<file path="src/hdl/nps_pkg.sv">
`timescale 1ns / 1ps

package nps_pkg;

   // default palette depth
   localparam int unsigned NPS_PALETTE_ENTRIES = 256;

   localparam int unsigned LEVEL_W      = 6;
   localparam int unsigned QUERY_W      = 5;
   localparam int unsigned SQUARE_W     = 2 * LEVEL_W;
   localparam int unsigned DIST_W       = 14;
   localparam int unsigned ENTRY_IDX_W  = 8;

   // request codes
   localparam logic REQ_WRITE = 1'b0;
   localparam logic REQ_QUERY = 1'b1;

   typedef struct packed {
      logic                   req_type;
      logic [ENTRY_IDX_W-1:0] entry_index;
      logic [LEVEL_W-1:0]     entry_red;
      logic [LEVEL_W-1:0]     entry_green;
      logic [LEVEL_W-1:0]     entry_blue;
      logic [QUERY_W-1:0]     query_red;
      logic [QUERY_W-1:0]     query_green;
      logic [QUERY_W-1:0]     query_blue;
   } req_item_type;

   typedef struct packed {
      logic [ENTRY_IDX_W-1:0] nearest_index;
      logic [DIST_W-1:0]      best_distance;
   } rsp_item_type;

   typedef struct packed {
      logic [LEVEL_W-1:0] red;
      logic [LEVEL_W-1:0] green;
      logic [LEVEL_W-1:0] blue;
   } colour_type;

   // what travels from one cell to the next, besides the winning index
   typedef struct packed {
      logic              valid;
      colour_type        query;
      logic [DIST_W-1:0] distance;
   } chain_type;

   typedef enum logic [1:0] {
      ST_IDLE,
      ST_SEARCH,
      ST_DRAIN
   } nps_state_type;

   // square of the absolute difference of two levels
   function automatic logic [SQUARE_W-1:0] sq_diff(input logic [LEVEL_W-1:0] a,
                                                   input logic [LEVEL_W-1:0] b);
      logic [LEVEL_W-1:0] d;
      d = (a >= b) ? (a - b) : (b - a);
      return SQUARE_W'(d) * SQUARE_W'(d);
   endfunction

endpackage

</file>
<file path="src/hdl/nps_cell.sv">
`timescale 1ns / 1ps

module nps_cell import nps_pkg::*; #(
   parameter int unsigned IDX_W   = 8,
   parameter int unsigned CELL_ID = 0
) (
   input  logic             clock,
   input  logic             reset,
   input  logic             wr_en,
   input  colour_type       wr_entry,
   input  chain_type        chain_in,
   input  logic [IDX_W-1:0] idx_in,
   output chain_type        chain_out,
   output logic [IDX_W-1:0] idx_out
);

   localparam logic [IDX_W-1:0] MY_IDX = IDX_W'(CELL_ID);
   localparam bit FIRST_CELL = (CELL_ID == 0);

   colour_type        entry_ff;
   logic              valid_ff;
   colour_type        query_ff;
   logic [DIST_W-1:0] dist_ff;
   logic [DIST_W-1:0] dist_in;
   logic [IDX_W-1:0]  idx_ff;
   logic [IDX_W-1:0]  idx_in_sel;
   logic [DIST_W-1:0] my_dist;
   logic              take;

   // stored palette entry
   always_ff @(posedge clock) begin
      if (wr_en) begin
         entry_ff <= wr_entry;
      end
   end

   // distance from this entry to the passing query
   always_comb begin
      my_dist = DIST_W'(sq_diff(entry_ff.red,   chain_in.query.red))
              + DIST_W'(sq_diff(entry_ff.green, chain_in.query.green))
              + DIST_W'(sq_diff(entry_ff.blue,  chain_in.query.blue));
      take = FIRST_CELL ? 1'b1 : (my_dist < chain_in.distance);
      dist_in    = take ? my_dist : chain_in.distance;
      idx_in_sel = take ? MY_IDX : idx_in;
   end

   // hand the query and best match on to the next cell
   always_ff @(posedge clock) begin
      if (reset) begin
         valid_ff <= 1'b0;
      end else begin
         valid_ff <= chain_in.valid;
      end
   end

   always_ff @(posedge clock) begin
      query_ff <= chain_in.query;
      dist_ff  <= dist_in;
      idx_ff   <= idx_in_sel;
   end

   assign chain_out.valid    = valid_ff;
   assign chain_out.query    = query_ff;
   assign chain_out.distance = dist_ff;
   assign idx_out            = idx_ff;

endmodule

</file>
<file path="config.mk">
export PLATFORM = sky130hd
export DESIGN_NAME = nps_cell
export DESIGN_NICKNAME = d
export VERILOG_FILES = /design/src/hdl/nps_pkg.sv /design/src/hdl/nps_cell.sv
export SDC_FILE = /design/constraint.sdc
export NUM_CORES = 1
export LEC_CHECK = 0
export BUFFER_PORTS_ARGS = -buffer_cell sky130_fd_sc_hd__buf_2
export CORE_MARGIN = 2
export CORE_UTILIZATION = 40
export CTS_CLUSTER_SIZE = 25
export DETAILED_ROUTE_END_ITERATION = 10
export HOLD_SLACK_MARGIN = 0.12
export SYNTH_ARGS = -nofsm -noshare
export SYNTH_HDL_FRONTEND = slang
export SYNTH_SLANG_ARGS = --single-unit
export TNS_END_PERCENT = 20
</file>
<file path="constraint.sdc">
create_clock -name clock -period 18.9 [get_ports clock]
set_clock_uncertainty 0.05 [all_clocks]
set_input_delay 1.89 -clock clock [delete_from_list [all_inputs] [get_ports clock]]
set_output_delay 1.89 -clock clock [all_outputs]
set_load 0.1 [all_outputs]
</file>
# Yosys cells after proc, flatten, opt, wreduce, memory -nomap -nowiden

Cells that the tools add are included.

Word-level logic and storage cells: 25
Output and inout port bits: 41
Flip-flop bits (word level): 51
Input bits: 62

Order comparisons: 3
Mux-type cells: 3
Multiply operators: 3
Add/sub/neg operators: 8

Operators with widths:

| operator         | number |
|---|---|
| $mul A6 B6 Y12   | 3 |
| $sub A6 B6 Y6    | 6 |
| $ge A6 B6 Y1     | 3 |
| $mux W6          | 3 |
| $add A13 B12 Y14 | 1 |
| $add A12 B12 Y13 | 1 |

# Logic depth before layout (Yosys ltp)

Gate-level depths: netlist (run 1).

Word-level depth: 5
Gate-level depth with buffers: 30
Mapped depth without buffers: 30

# Worst setup path before layout (run 1)

No wires, ideal clock.

Path kind: input port to flip-flop
From: input chain_in[14] (netlist bit)
To: register dist_ff[12]
Buffers on the path: 0
Path slack: 10.556 ns
Data arrival time: 8.176 ns
Data required time: 18.732 ns
Cell stages on the path: 26
Setup time: 0.118 ns
Cells stage by stage: ha_1 inv_1 fa_1 a21oi_2 o21ai_2 a31oi_4 mux2i_1 xor2_2 nand2_1 fa_1 fa_1 inv_1 fa_1 inv_1 fa_1 inv_1 fa_1 inv_1 fa_1 inv_1 ha_1 a21oi_1 o311ai_0 a21o_1 a21oi_1 xnor2_1

Cells in the longest elaborated chain, start to end: 4
Elaborated cells between the ends (all ways): 6
Classes of those cells: add/sub (3); mul (1); order compare (1); mux (1)

RTL lines:

| item                                                 | RTL line       | RTL |
|---|---|---|
| start: declaration                                   | nps_cell.sv:11 | `input chain_type chain_in,` |
| $sub A6 B6 Y6 / $ge A6 B6 Y1 (equally long branches) | nps_pkg.sv:57  | `d = (a >= b) ? (a - b) : (b - a);` |
| $mux W6 *                                            | nps_pkg.sv:57  |  |
| $mul A6 B6 Y12 *                                     | nps_pkg.sv:58  | `return SQUARE_W'(d) * SQUARE_W'(d);` |
| $add A13 B12 Y14 *                                   | nps_cell.sv:41 | `+ DIST_W'(sq_diff(entry_ff.blue, chain_in.query.blue));` |
| via dist_in[12]                                      | nps_cell.sv:24 | `logic [DIST_W-1:0] dist_in;` |
| end signal: assignment                               | nps_cell.sv:58 | `dist_ff <= dist_in;` |
| end: declaration                                     | nps_cell.sv:23 | `logic [DIST_W-1:0] dist_ff;` |

Mark *: on every way through the listed nets, which the timed path passes. The rest lies on a longest branch.
A chain may end at the register's enable or synchronous reset.

# Worst setup path in the final report (run 1)

From: input chain_in[20] (netlist bit)
To: register dist_ff[12]

Cells in the longest elaborated chain, start to end: 5
Elaborated cells between the ends (all ways): 7
Classes of those cells: add/sub (4); mul (1); order compare (1); mux (1)

RTL lines:

| item                                                 | RTL line       | RTL |
|---|---|---|
| $sub A6 B6 Y6 / $ge A6 B6 Y1 (equally long branches) | nps_pkg.sv:57  |  |
| $mux W6 *                                            | nps_pkg.sv:57  |  |
| $mul A6 B6 Y12 *                                     | nps_pkg.sv:58  |  |
| $add A12 B12 Y13 *                                   | nps_cell.sv:40 | `+ DIST_W'(sq_diff(entry_ff.green, chain_in.query.green))` |
| $add A13 B12 Y14 *                                   | nps_cell.sv:41 |  |
| via dist_in[12]                                      | nps_cell.sv:24 |  |

Marked as above.

==> impl_metrics.csv, run 1 <==
group,metric,value,unit
clock_network,clkLatencyLatePin,0.31,ns
clock_network,holdBufCountCts,0,
route,route.vias.total,3712,
finish,synthToLayoutAreaGrowth,12.6,%
finish,layout.filler_cells,1256,
worst_hold_path,whs_path_depth,3,
critical_path,critPathLaunchType,"input pin",
floorplan,initial_core_util,0.406,
global_route,globalRouteTotalUtil,0.154,
global_route,grt_antenna_before_repair,0,
synth,top_post_synthesis_cells_by_area,"fa_1 25%, ha_1 17%, dfxtp_1 12%",
synth,mappedNetlistArea,5360,µm²
finish,seq_area,1200,µm²
place,placed_cells_incl_taps,786,
finish,design.final.nets,816,
synth,ys_ff_latch,51,
global_route,global_route_wire_length_before_repair,17.5,mm
timing,grt_setup_unrepaired,"no",
global_route,globalRouteOverflowTotal,0,
timing,period_needed,8.83,ns
timing,timing_max_transition_violations_final,0,
timing,finalCritPeriodShare,0.467,
route,initialDrtViolationCount,102,
finish,multi_input_comb_area,3560,µm²
finish,post_layout_cell_count,794,
timing,final-hold-violation-count,0,
clock_network,cts_tree,"yes",
synth,post_synth_inst_count,544,
finish,insertedDiodeCount,0,
status,run_status,"complete, no violations",
critical_path,cp_common_cell,"fa_1",
route,drt_pre_antenna_iters,4,
timing,setup_total_negative_slack,0,ns
clock_network,clockRootBuffer,"clkbuf_16",
floorplan,io_pins,103,
finish,finalCoreUtilization,0.458,
critical_path,critical_path_required,19.04,ns
worst_hold_path,hold_start,"entry_ff[0]",
clock_network,tritoncts.num_buffers,5,
route,wl_per_cell,12.3,µm
clock_network,clk_transition_reported_paths,0.07,ns
clock_network,tritoncts_num_sinks,51,
critical_path,worst_path_dominant_cell_family,"adder cells",
critical_path,reg2reg_setup_slack,11.30,ns
critical_path,reg2regPathDepth,26,
synth,synth.top_cell.area_share,0.246,
floorplan,fp-row-count,42,
critical_path,worst-endpoint-arrival,8.97,ns
critical_path,path_max_fanout,8,
route,drtAntennaViolNets,0,
timing,slew_headroom,0.553,
clock_network,post-cts-setup-buffer-count,0,
worst_hold_path,hold_end,"dist_ff[0]",
timing,worst_slew_pin_tran,0.662,ns
clock_network,cts_repair_resize_count,0,
critical_path,cpPeakStageDelay,0.63,ns
global_route,via_count_of_the_first_global_routing_pass,3970,
route,drt_wl_total,9.76,mm
floorplan,die_w,120,µm
synth,synth-warning-count,0,
timing,fmaxAchievable,113,MHz
timing,setup_viol_count_final,0,
floorplan,floorplan_core_area,13200,µm²
critical_path,r2r-start,"entry_ff[6]",
critical_path,timing.rr.end,"dist_ff[12]",
critical_path,crit_slowest_cell,"o311ai_0",
clock_network,cts_htree_levels,2,
synth,syn-mean-instance-area,9.85,µm²
critical_path,timing_worst_setup_path_type,"in2reg",
worst_hold_path,hold_class,"reg2reg",
place,number_of_port_buffers,72,
global_route,pin_count_of_the_biggest_net_entering_global_routing,19,
run,drv.max_cap_violation_count,0,
route,detailed_route_vias_per_instance,4.68,
place,gpl.final_weighted_congestion,0.885,
place,dp.final_hpwl,8.38,mm
finish,share_of_final_layout_standard_cells_stronger_than_drive_strength_1,0.159,
synth,sequential_share_of_the_synthesized_area,0.224,
floorplan,dieArea,14300,µm²
route,detail_route.drc_violations,0,
critical_path,critical_path.n_buffers_inverters,7,
clock_network,cts.path.max_buffers,2,
synth,synth.lib_cells_used.distinct,46,
critical_path,crit_path_end_kind,"flip-flop",
floorplan,fp.dieH,120,µm
synth,synth_top_area_cell,"fa_1",
==> registers in the layout (all words and copies together) (netlist names) <==
name and flops:
chain_out 18, dist_ff 14, valid_ff 1, entry_ff 18
==> worst max-delay path by stage <==
stage	endpoint	slack, ns	startpoint	cells past startpoint
floorplan	dist_ff[12]	10.56	chain_in[14]	26
global placement	dist_ff[12]	9.78	chain_in[14]	27
detailed placement	dist_ff[12]	9.71	chain_in[14]	27
CTS	dist_ff[12]	9.99	chain_in[14]	27
global route	dist_ff[12]	9.43	chain_in[14]	27
finish	dist_ff[12]	10.07	chain_in[20]	26
==> kinds of logic (layout without fill, tap and decap cells) <==
logic type / Yosys count / count (layout) / synth area share
AOI/OAI and AO/OA: 74 / 74 / 0.0966
xor gates and xnor gates: 24 / 24 / 0.0462
adders and majority gates: 137 / 137 / 0.412
buffers and inverters: 155 / 222 / 0.117
DFF: 51 / 51 / 0.224
muxes: 11 / 11 / 0.0208
other: 1 / 8 / 0.000700
and+or+nand+nor: 91 / 91 / 0.0819
==> per-layer routing <==
layer | up-vias | GRT usage | routed length, µm
met5 | - | 0 | 0
met4 | 0 | 0.0544 | 210
met3 | 14 | 0.0214 | 351
met2 | 70 | 0.279 | 4870
met1 | 1800 | 0.188 | 4330
li1 | 1828 | - | -
==> cell usage in the layout, fill, tap and decap left out, types with 3 or more instances in the layout <==
master	n
a21o_1	10
a21oi_1	29
a221oi_1	7
and2_1	6
buf_2	72
clkbuf_16	5
conb_1	8
dfxtp_1	33
edfxtp_1	18
fa_1	66
ha_1	71
inv_1	140
mux2i_1	10
nand2_1	28
nand2b_1	9
nand3_1	3
nand3b_1	6
nor2_1	26
nor2b_1	3
o21a_1	3
o21ai_0	5
o22ai_1	4
or2_1	3
or2_2	3
xnor2_1	14
xnor2_2	4
xor2_1	5
==> worst min-delay path, cell delays in order, from the launching register on <==
cell,delay [ns]
edfxtp_1,0.35
ha_1,0.28
fa_1,0.20
inv_1,0.03
==> final cells by class <==
class	count	share of cell area
Tap cell	176	0.0365
Clock buffer	6	0.0213
Inverter	142	0.0883
Clock inverter	2	0.00622
Timing Repair Buffer	72	0.0597
Multi-Input combinational cell	345	0.589
Sequential cell	51	0.199
==> synthesized netlist by cell type (all sizes together) <==
library cell and count:
a311oi 1, nand2b 9, ha 71, nand3 3
inv 142, buf 13, o21ai 7, dfxtp 33
conb 1, a21oi 30, mux2i 10, edfxtp 18
o211ai 2, o22ai 4, and2 7, and3 1
mux2 1, xnor2 18, o21a 3, nand2 28
nand3b 6, fa 66, nor2b 3, nand4 2
o31a 1, nor2 26, o221ai 2, xor2 6
or2 6, a221oi 7, o21bai 2, a31oi 3
a21o 11, o311ai 1
==> metrics by stage <==
step / instance area, µm² / setup slack (ns) / hold WS, ns
2_1_floorplan: 5390 / 10.56 / 0.724
6_report: 6040 / 10.07 / 0.857
5_1_grt: 6040 / 9.43 / 0.927
3_5_place_dp: 5870 / 9.71 / 0.864
3_3_place_gp: 5870 / 9.78 / 0.866
4_1_cts: 6040 / 9.99 / 0.872
Power of run 1 is left out: the tool's default activity adds up to more than one toggle a clock period on the data nets, which glitch-free logic cannot reach.
==> run 2: changes to the inputs <==
clock period = 7.45 ns   (was 18.9 ns; I/O delays follow)
==> impl_metrics.csv, run 2 (synthesis gave the netlist of run 1 again) <==
group,metric,value,unit
critical_path,reg2regPathDepth,26,
global_route,global_route_wire_length_before_repair,17.7,mm
route,route.vias.total,3872,
clock_network,clockRootBuffer,"clkbuf_16",
floorplan,fp.dieH,120,µm
timing,finalCritPeriodShare,0.959,
route,initialDrtViolationCount,92,
route,wl_per_cell,12.1,µm
finish,synthToLayoutAreaGrowth,21.1,%
critical_path,crit_path_end_kind,"flip-flop",
finish,layout_commonest_cell,"inv_1",
timing,fmaxAchievable,140,MHz
clock_network,cts_tree,"yes",
finish,final_cell_mix,"140 x inv_1, 72 x buf_2, 71 x ha_1",
finish,finalCoreUtilization,0.492,
run,drv.max_cap_violation_count,0,
timing,period_needed,7.15,ns
route,drt_wl_total,10.3,mm
timing,setup_viol_count_final,0,
finish,share_of_final_layout_standard_cells_stronger_than_drive_strength_1,0.241,
floorplan,initial_core_util,0.406,
finish,design.final.nets,874,
critical_path,reg2reg_setup_slack,0.38,ns
global_route,globalRouteOverflowTotal,0,
place,dp.final_hpwl,8.89,mm
global_route,grt_antenna_before_repair,0,
place,number_of_port_buffers,72,
finish,multi_input_comb_area,3580,µm²
critical_path,path_max_fanout,8,
worst_hold_path,hold_start,"chain_in[25]",
worst_hold_path,hold_class,"in2reg",
timing,setup_total_negative_slack,0,ns
critical_path,timing.rr.end,"dist_ff[12]",
critical_path,critical_path_required,7.63,ns
timing,worst_slack,0.304,ns
floorplan,floorplan_core_area,13200,µm²
clock_network,cts_htree_levels,2,
finish,seq_area,1200,µm²
global_route,pin_count_of_the_biggest_net_entering_global_routing,19,
route,drtAntennaViolNets,0,
route,drt_pre_antenna_iters,4,
timing,final-hold-violation-count,0,
route,detailed_route_vias_per_instance,4.54,
floorplan,die_w,120,µm
route,detail_route.drc_violations,0,
critical_path,r2r-start,"entry_ff[0]",
floorplan,fp-row-count,42,
floorplan,dieArea,14300,µm²
clock_network,cts.path.max_buffers,2,
clock_network,holdBufCountCts,0,
place,place_worst_setup_slack,-0.165,ns
finish,layout.filler_cells,1283,
clock_network,clk_transition_reported_paths,0.07,ns
finish,insertedDiodeCount,0,
clock_network,tritoncts_num_sinks,51,
global_route,via_count_of_the_first_global_routing_pass,4130,
critical_path,critPathLaunchType,"input pin",
global_route,globalRouteTotalUtil,0.156,
timing,timing_max_transition_violations_final,0,
worst_hold_path,whs_path_depth,1,
worst_hold_path,hold_end,"chain_out[25]",
critical_path,timing_worst_setup_path_type,"in2reg",
clock_network,tritoncts.num_buffers,5,
status,run_status,"complete, no violations",
clock_network,clkLatencyLatePin,0.31,ns
floorplan,io_pins,103,
place,gpl.final_weighted_congestion,0.840,
critical_path,worst-endpoint-arrival,7.33,ns
run 2: cell types whose count changed in the layout (fill, tap and decap cells not counted), moves of 2 or more:
cell	delta
o21ai_0	-2
buf_4	+57
a21oi_2	+2
o21ai_2	+2
a21oi_1	-2
clkinv_4	+2
run 2: routing by layer:
layer | up-vias | part of all wire | global-route usage
met5 | - | 0 | 0
met4 | 0 | 0.016 | 0.0588
met3 | 8 | 0.032 | 0.0200
met2 | 60 | 0.51 | 0.283
met1 | 1860 | 0.44 | 0.189
li1 | 1944 | - | -
run 2: area by class of cell:
class | count | share of cell area
clock buffers | 6 | 0.0198
clock inverters | 2 | 0.00270
inverters | 142 | 0.0821
multi-input cells | 345 | 0.552
flip-flops and latches | 51 | 0.185
well taps | 176 | 0.0339
repair buffers | 130 | 0.124
run 2: how the worst max path moves through the flow:
stage,from,to
2_1_floorplan,chain_in[14],dist_ff[12]
5_1_grt,chain_in[14],dist_ff[12]
3_3_place_gp,chain_in[20],dist_ff[12]
4_1_cts,chain_in[20],dist_ff[13]
3_5_place_dp,chain_in[20],dist_ff[13]
6_report,chain_in[14],dist_ff[12]
run 2: timing repair:
item                                    in CTS  in global routing
endpoints found under the setup margin       0                  5
buffers inserted                             0                  0
resized for setup                            0                 10
hold endpoints to repair                     0                  0
run 2: worst max-delay path: stages:
cell      delay [ns]
buf_2           0.10
ha_1            0.17
inv_1           0.05
fa_1            0.39
a21oi_2         0.16
o21ai_2         0.10
a31oi_4         0.32
mux2i_2         0.30
xor2_2          0.19
buf_4           0.18
nand2_1         0.08
fa_1            0.41
fa_1            0.49
fa_1            0.53
fa_1            0.48
fa_1            0.50
fa_1            0.55
inv_1           0.04
ha_1            0.30
a21o_1          0.18
a21oi_1         0.24
o311ai_1        0.18
buf_4           0.17
a21o_1          0.16
a21oi_1         0.18
xnor2_1         0.13
run 2: per-stage QoR:
| stage | area, µm² | cells | hold slack (ns) |
|---|---|---|---|
| floorplan | 5390 | 551 | 0.723 |
| global placement | 6320 | 844 | 0.812 |
| detailed placement | 6320 | 844 | 0.817 |
| CTS | 6460 | 852 | 0.488 |
| global route | 6490 | 852 | 0.497 |
| finish | 6490 | 852 | 0.502 |
Power of run 2 is left out for the same reason.
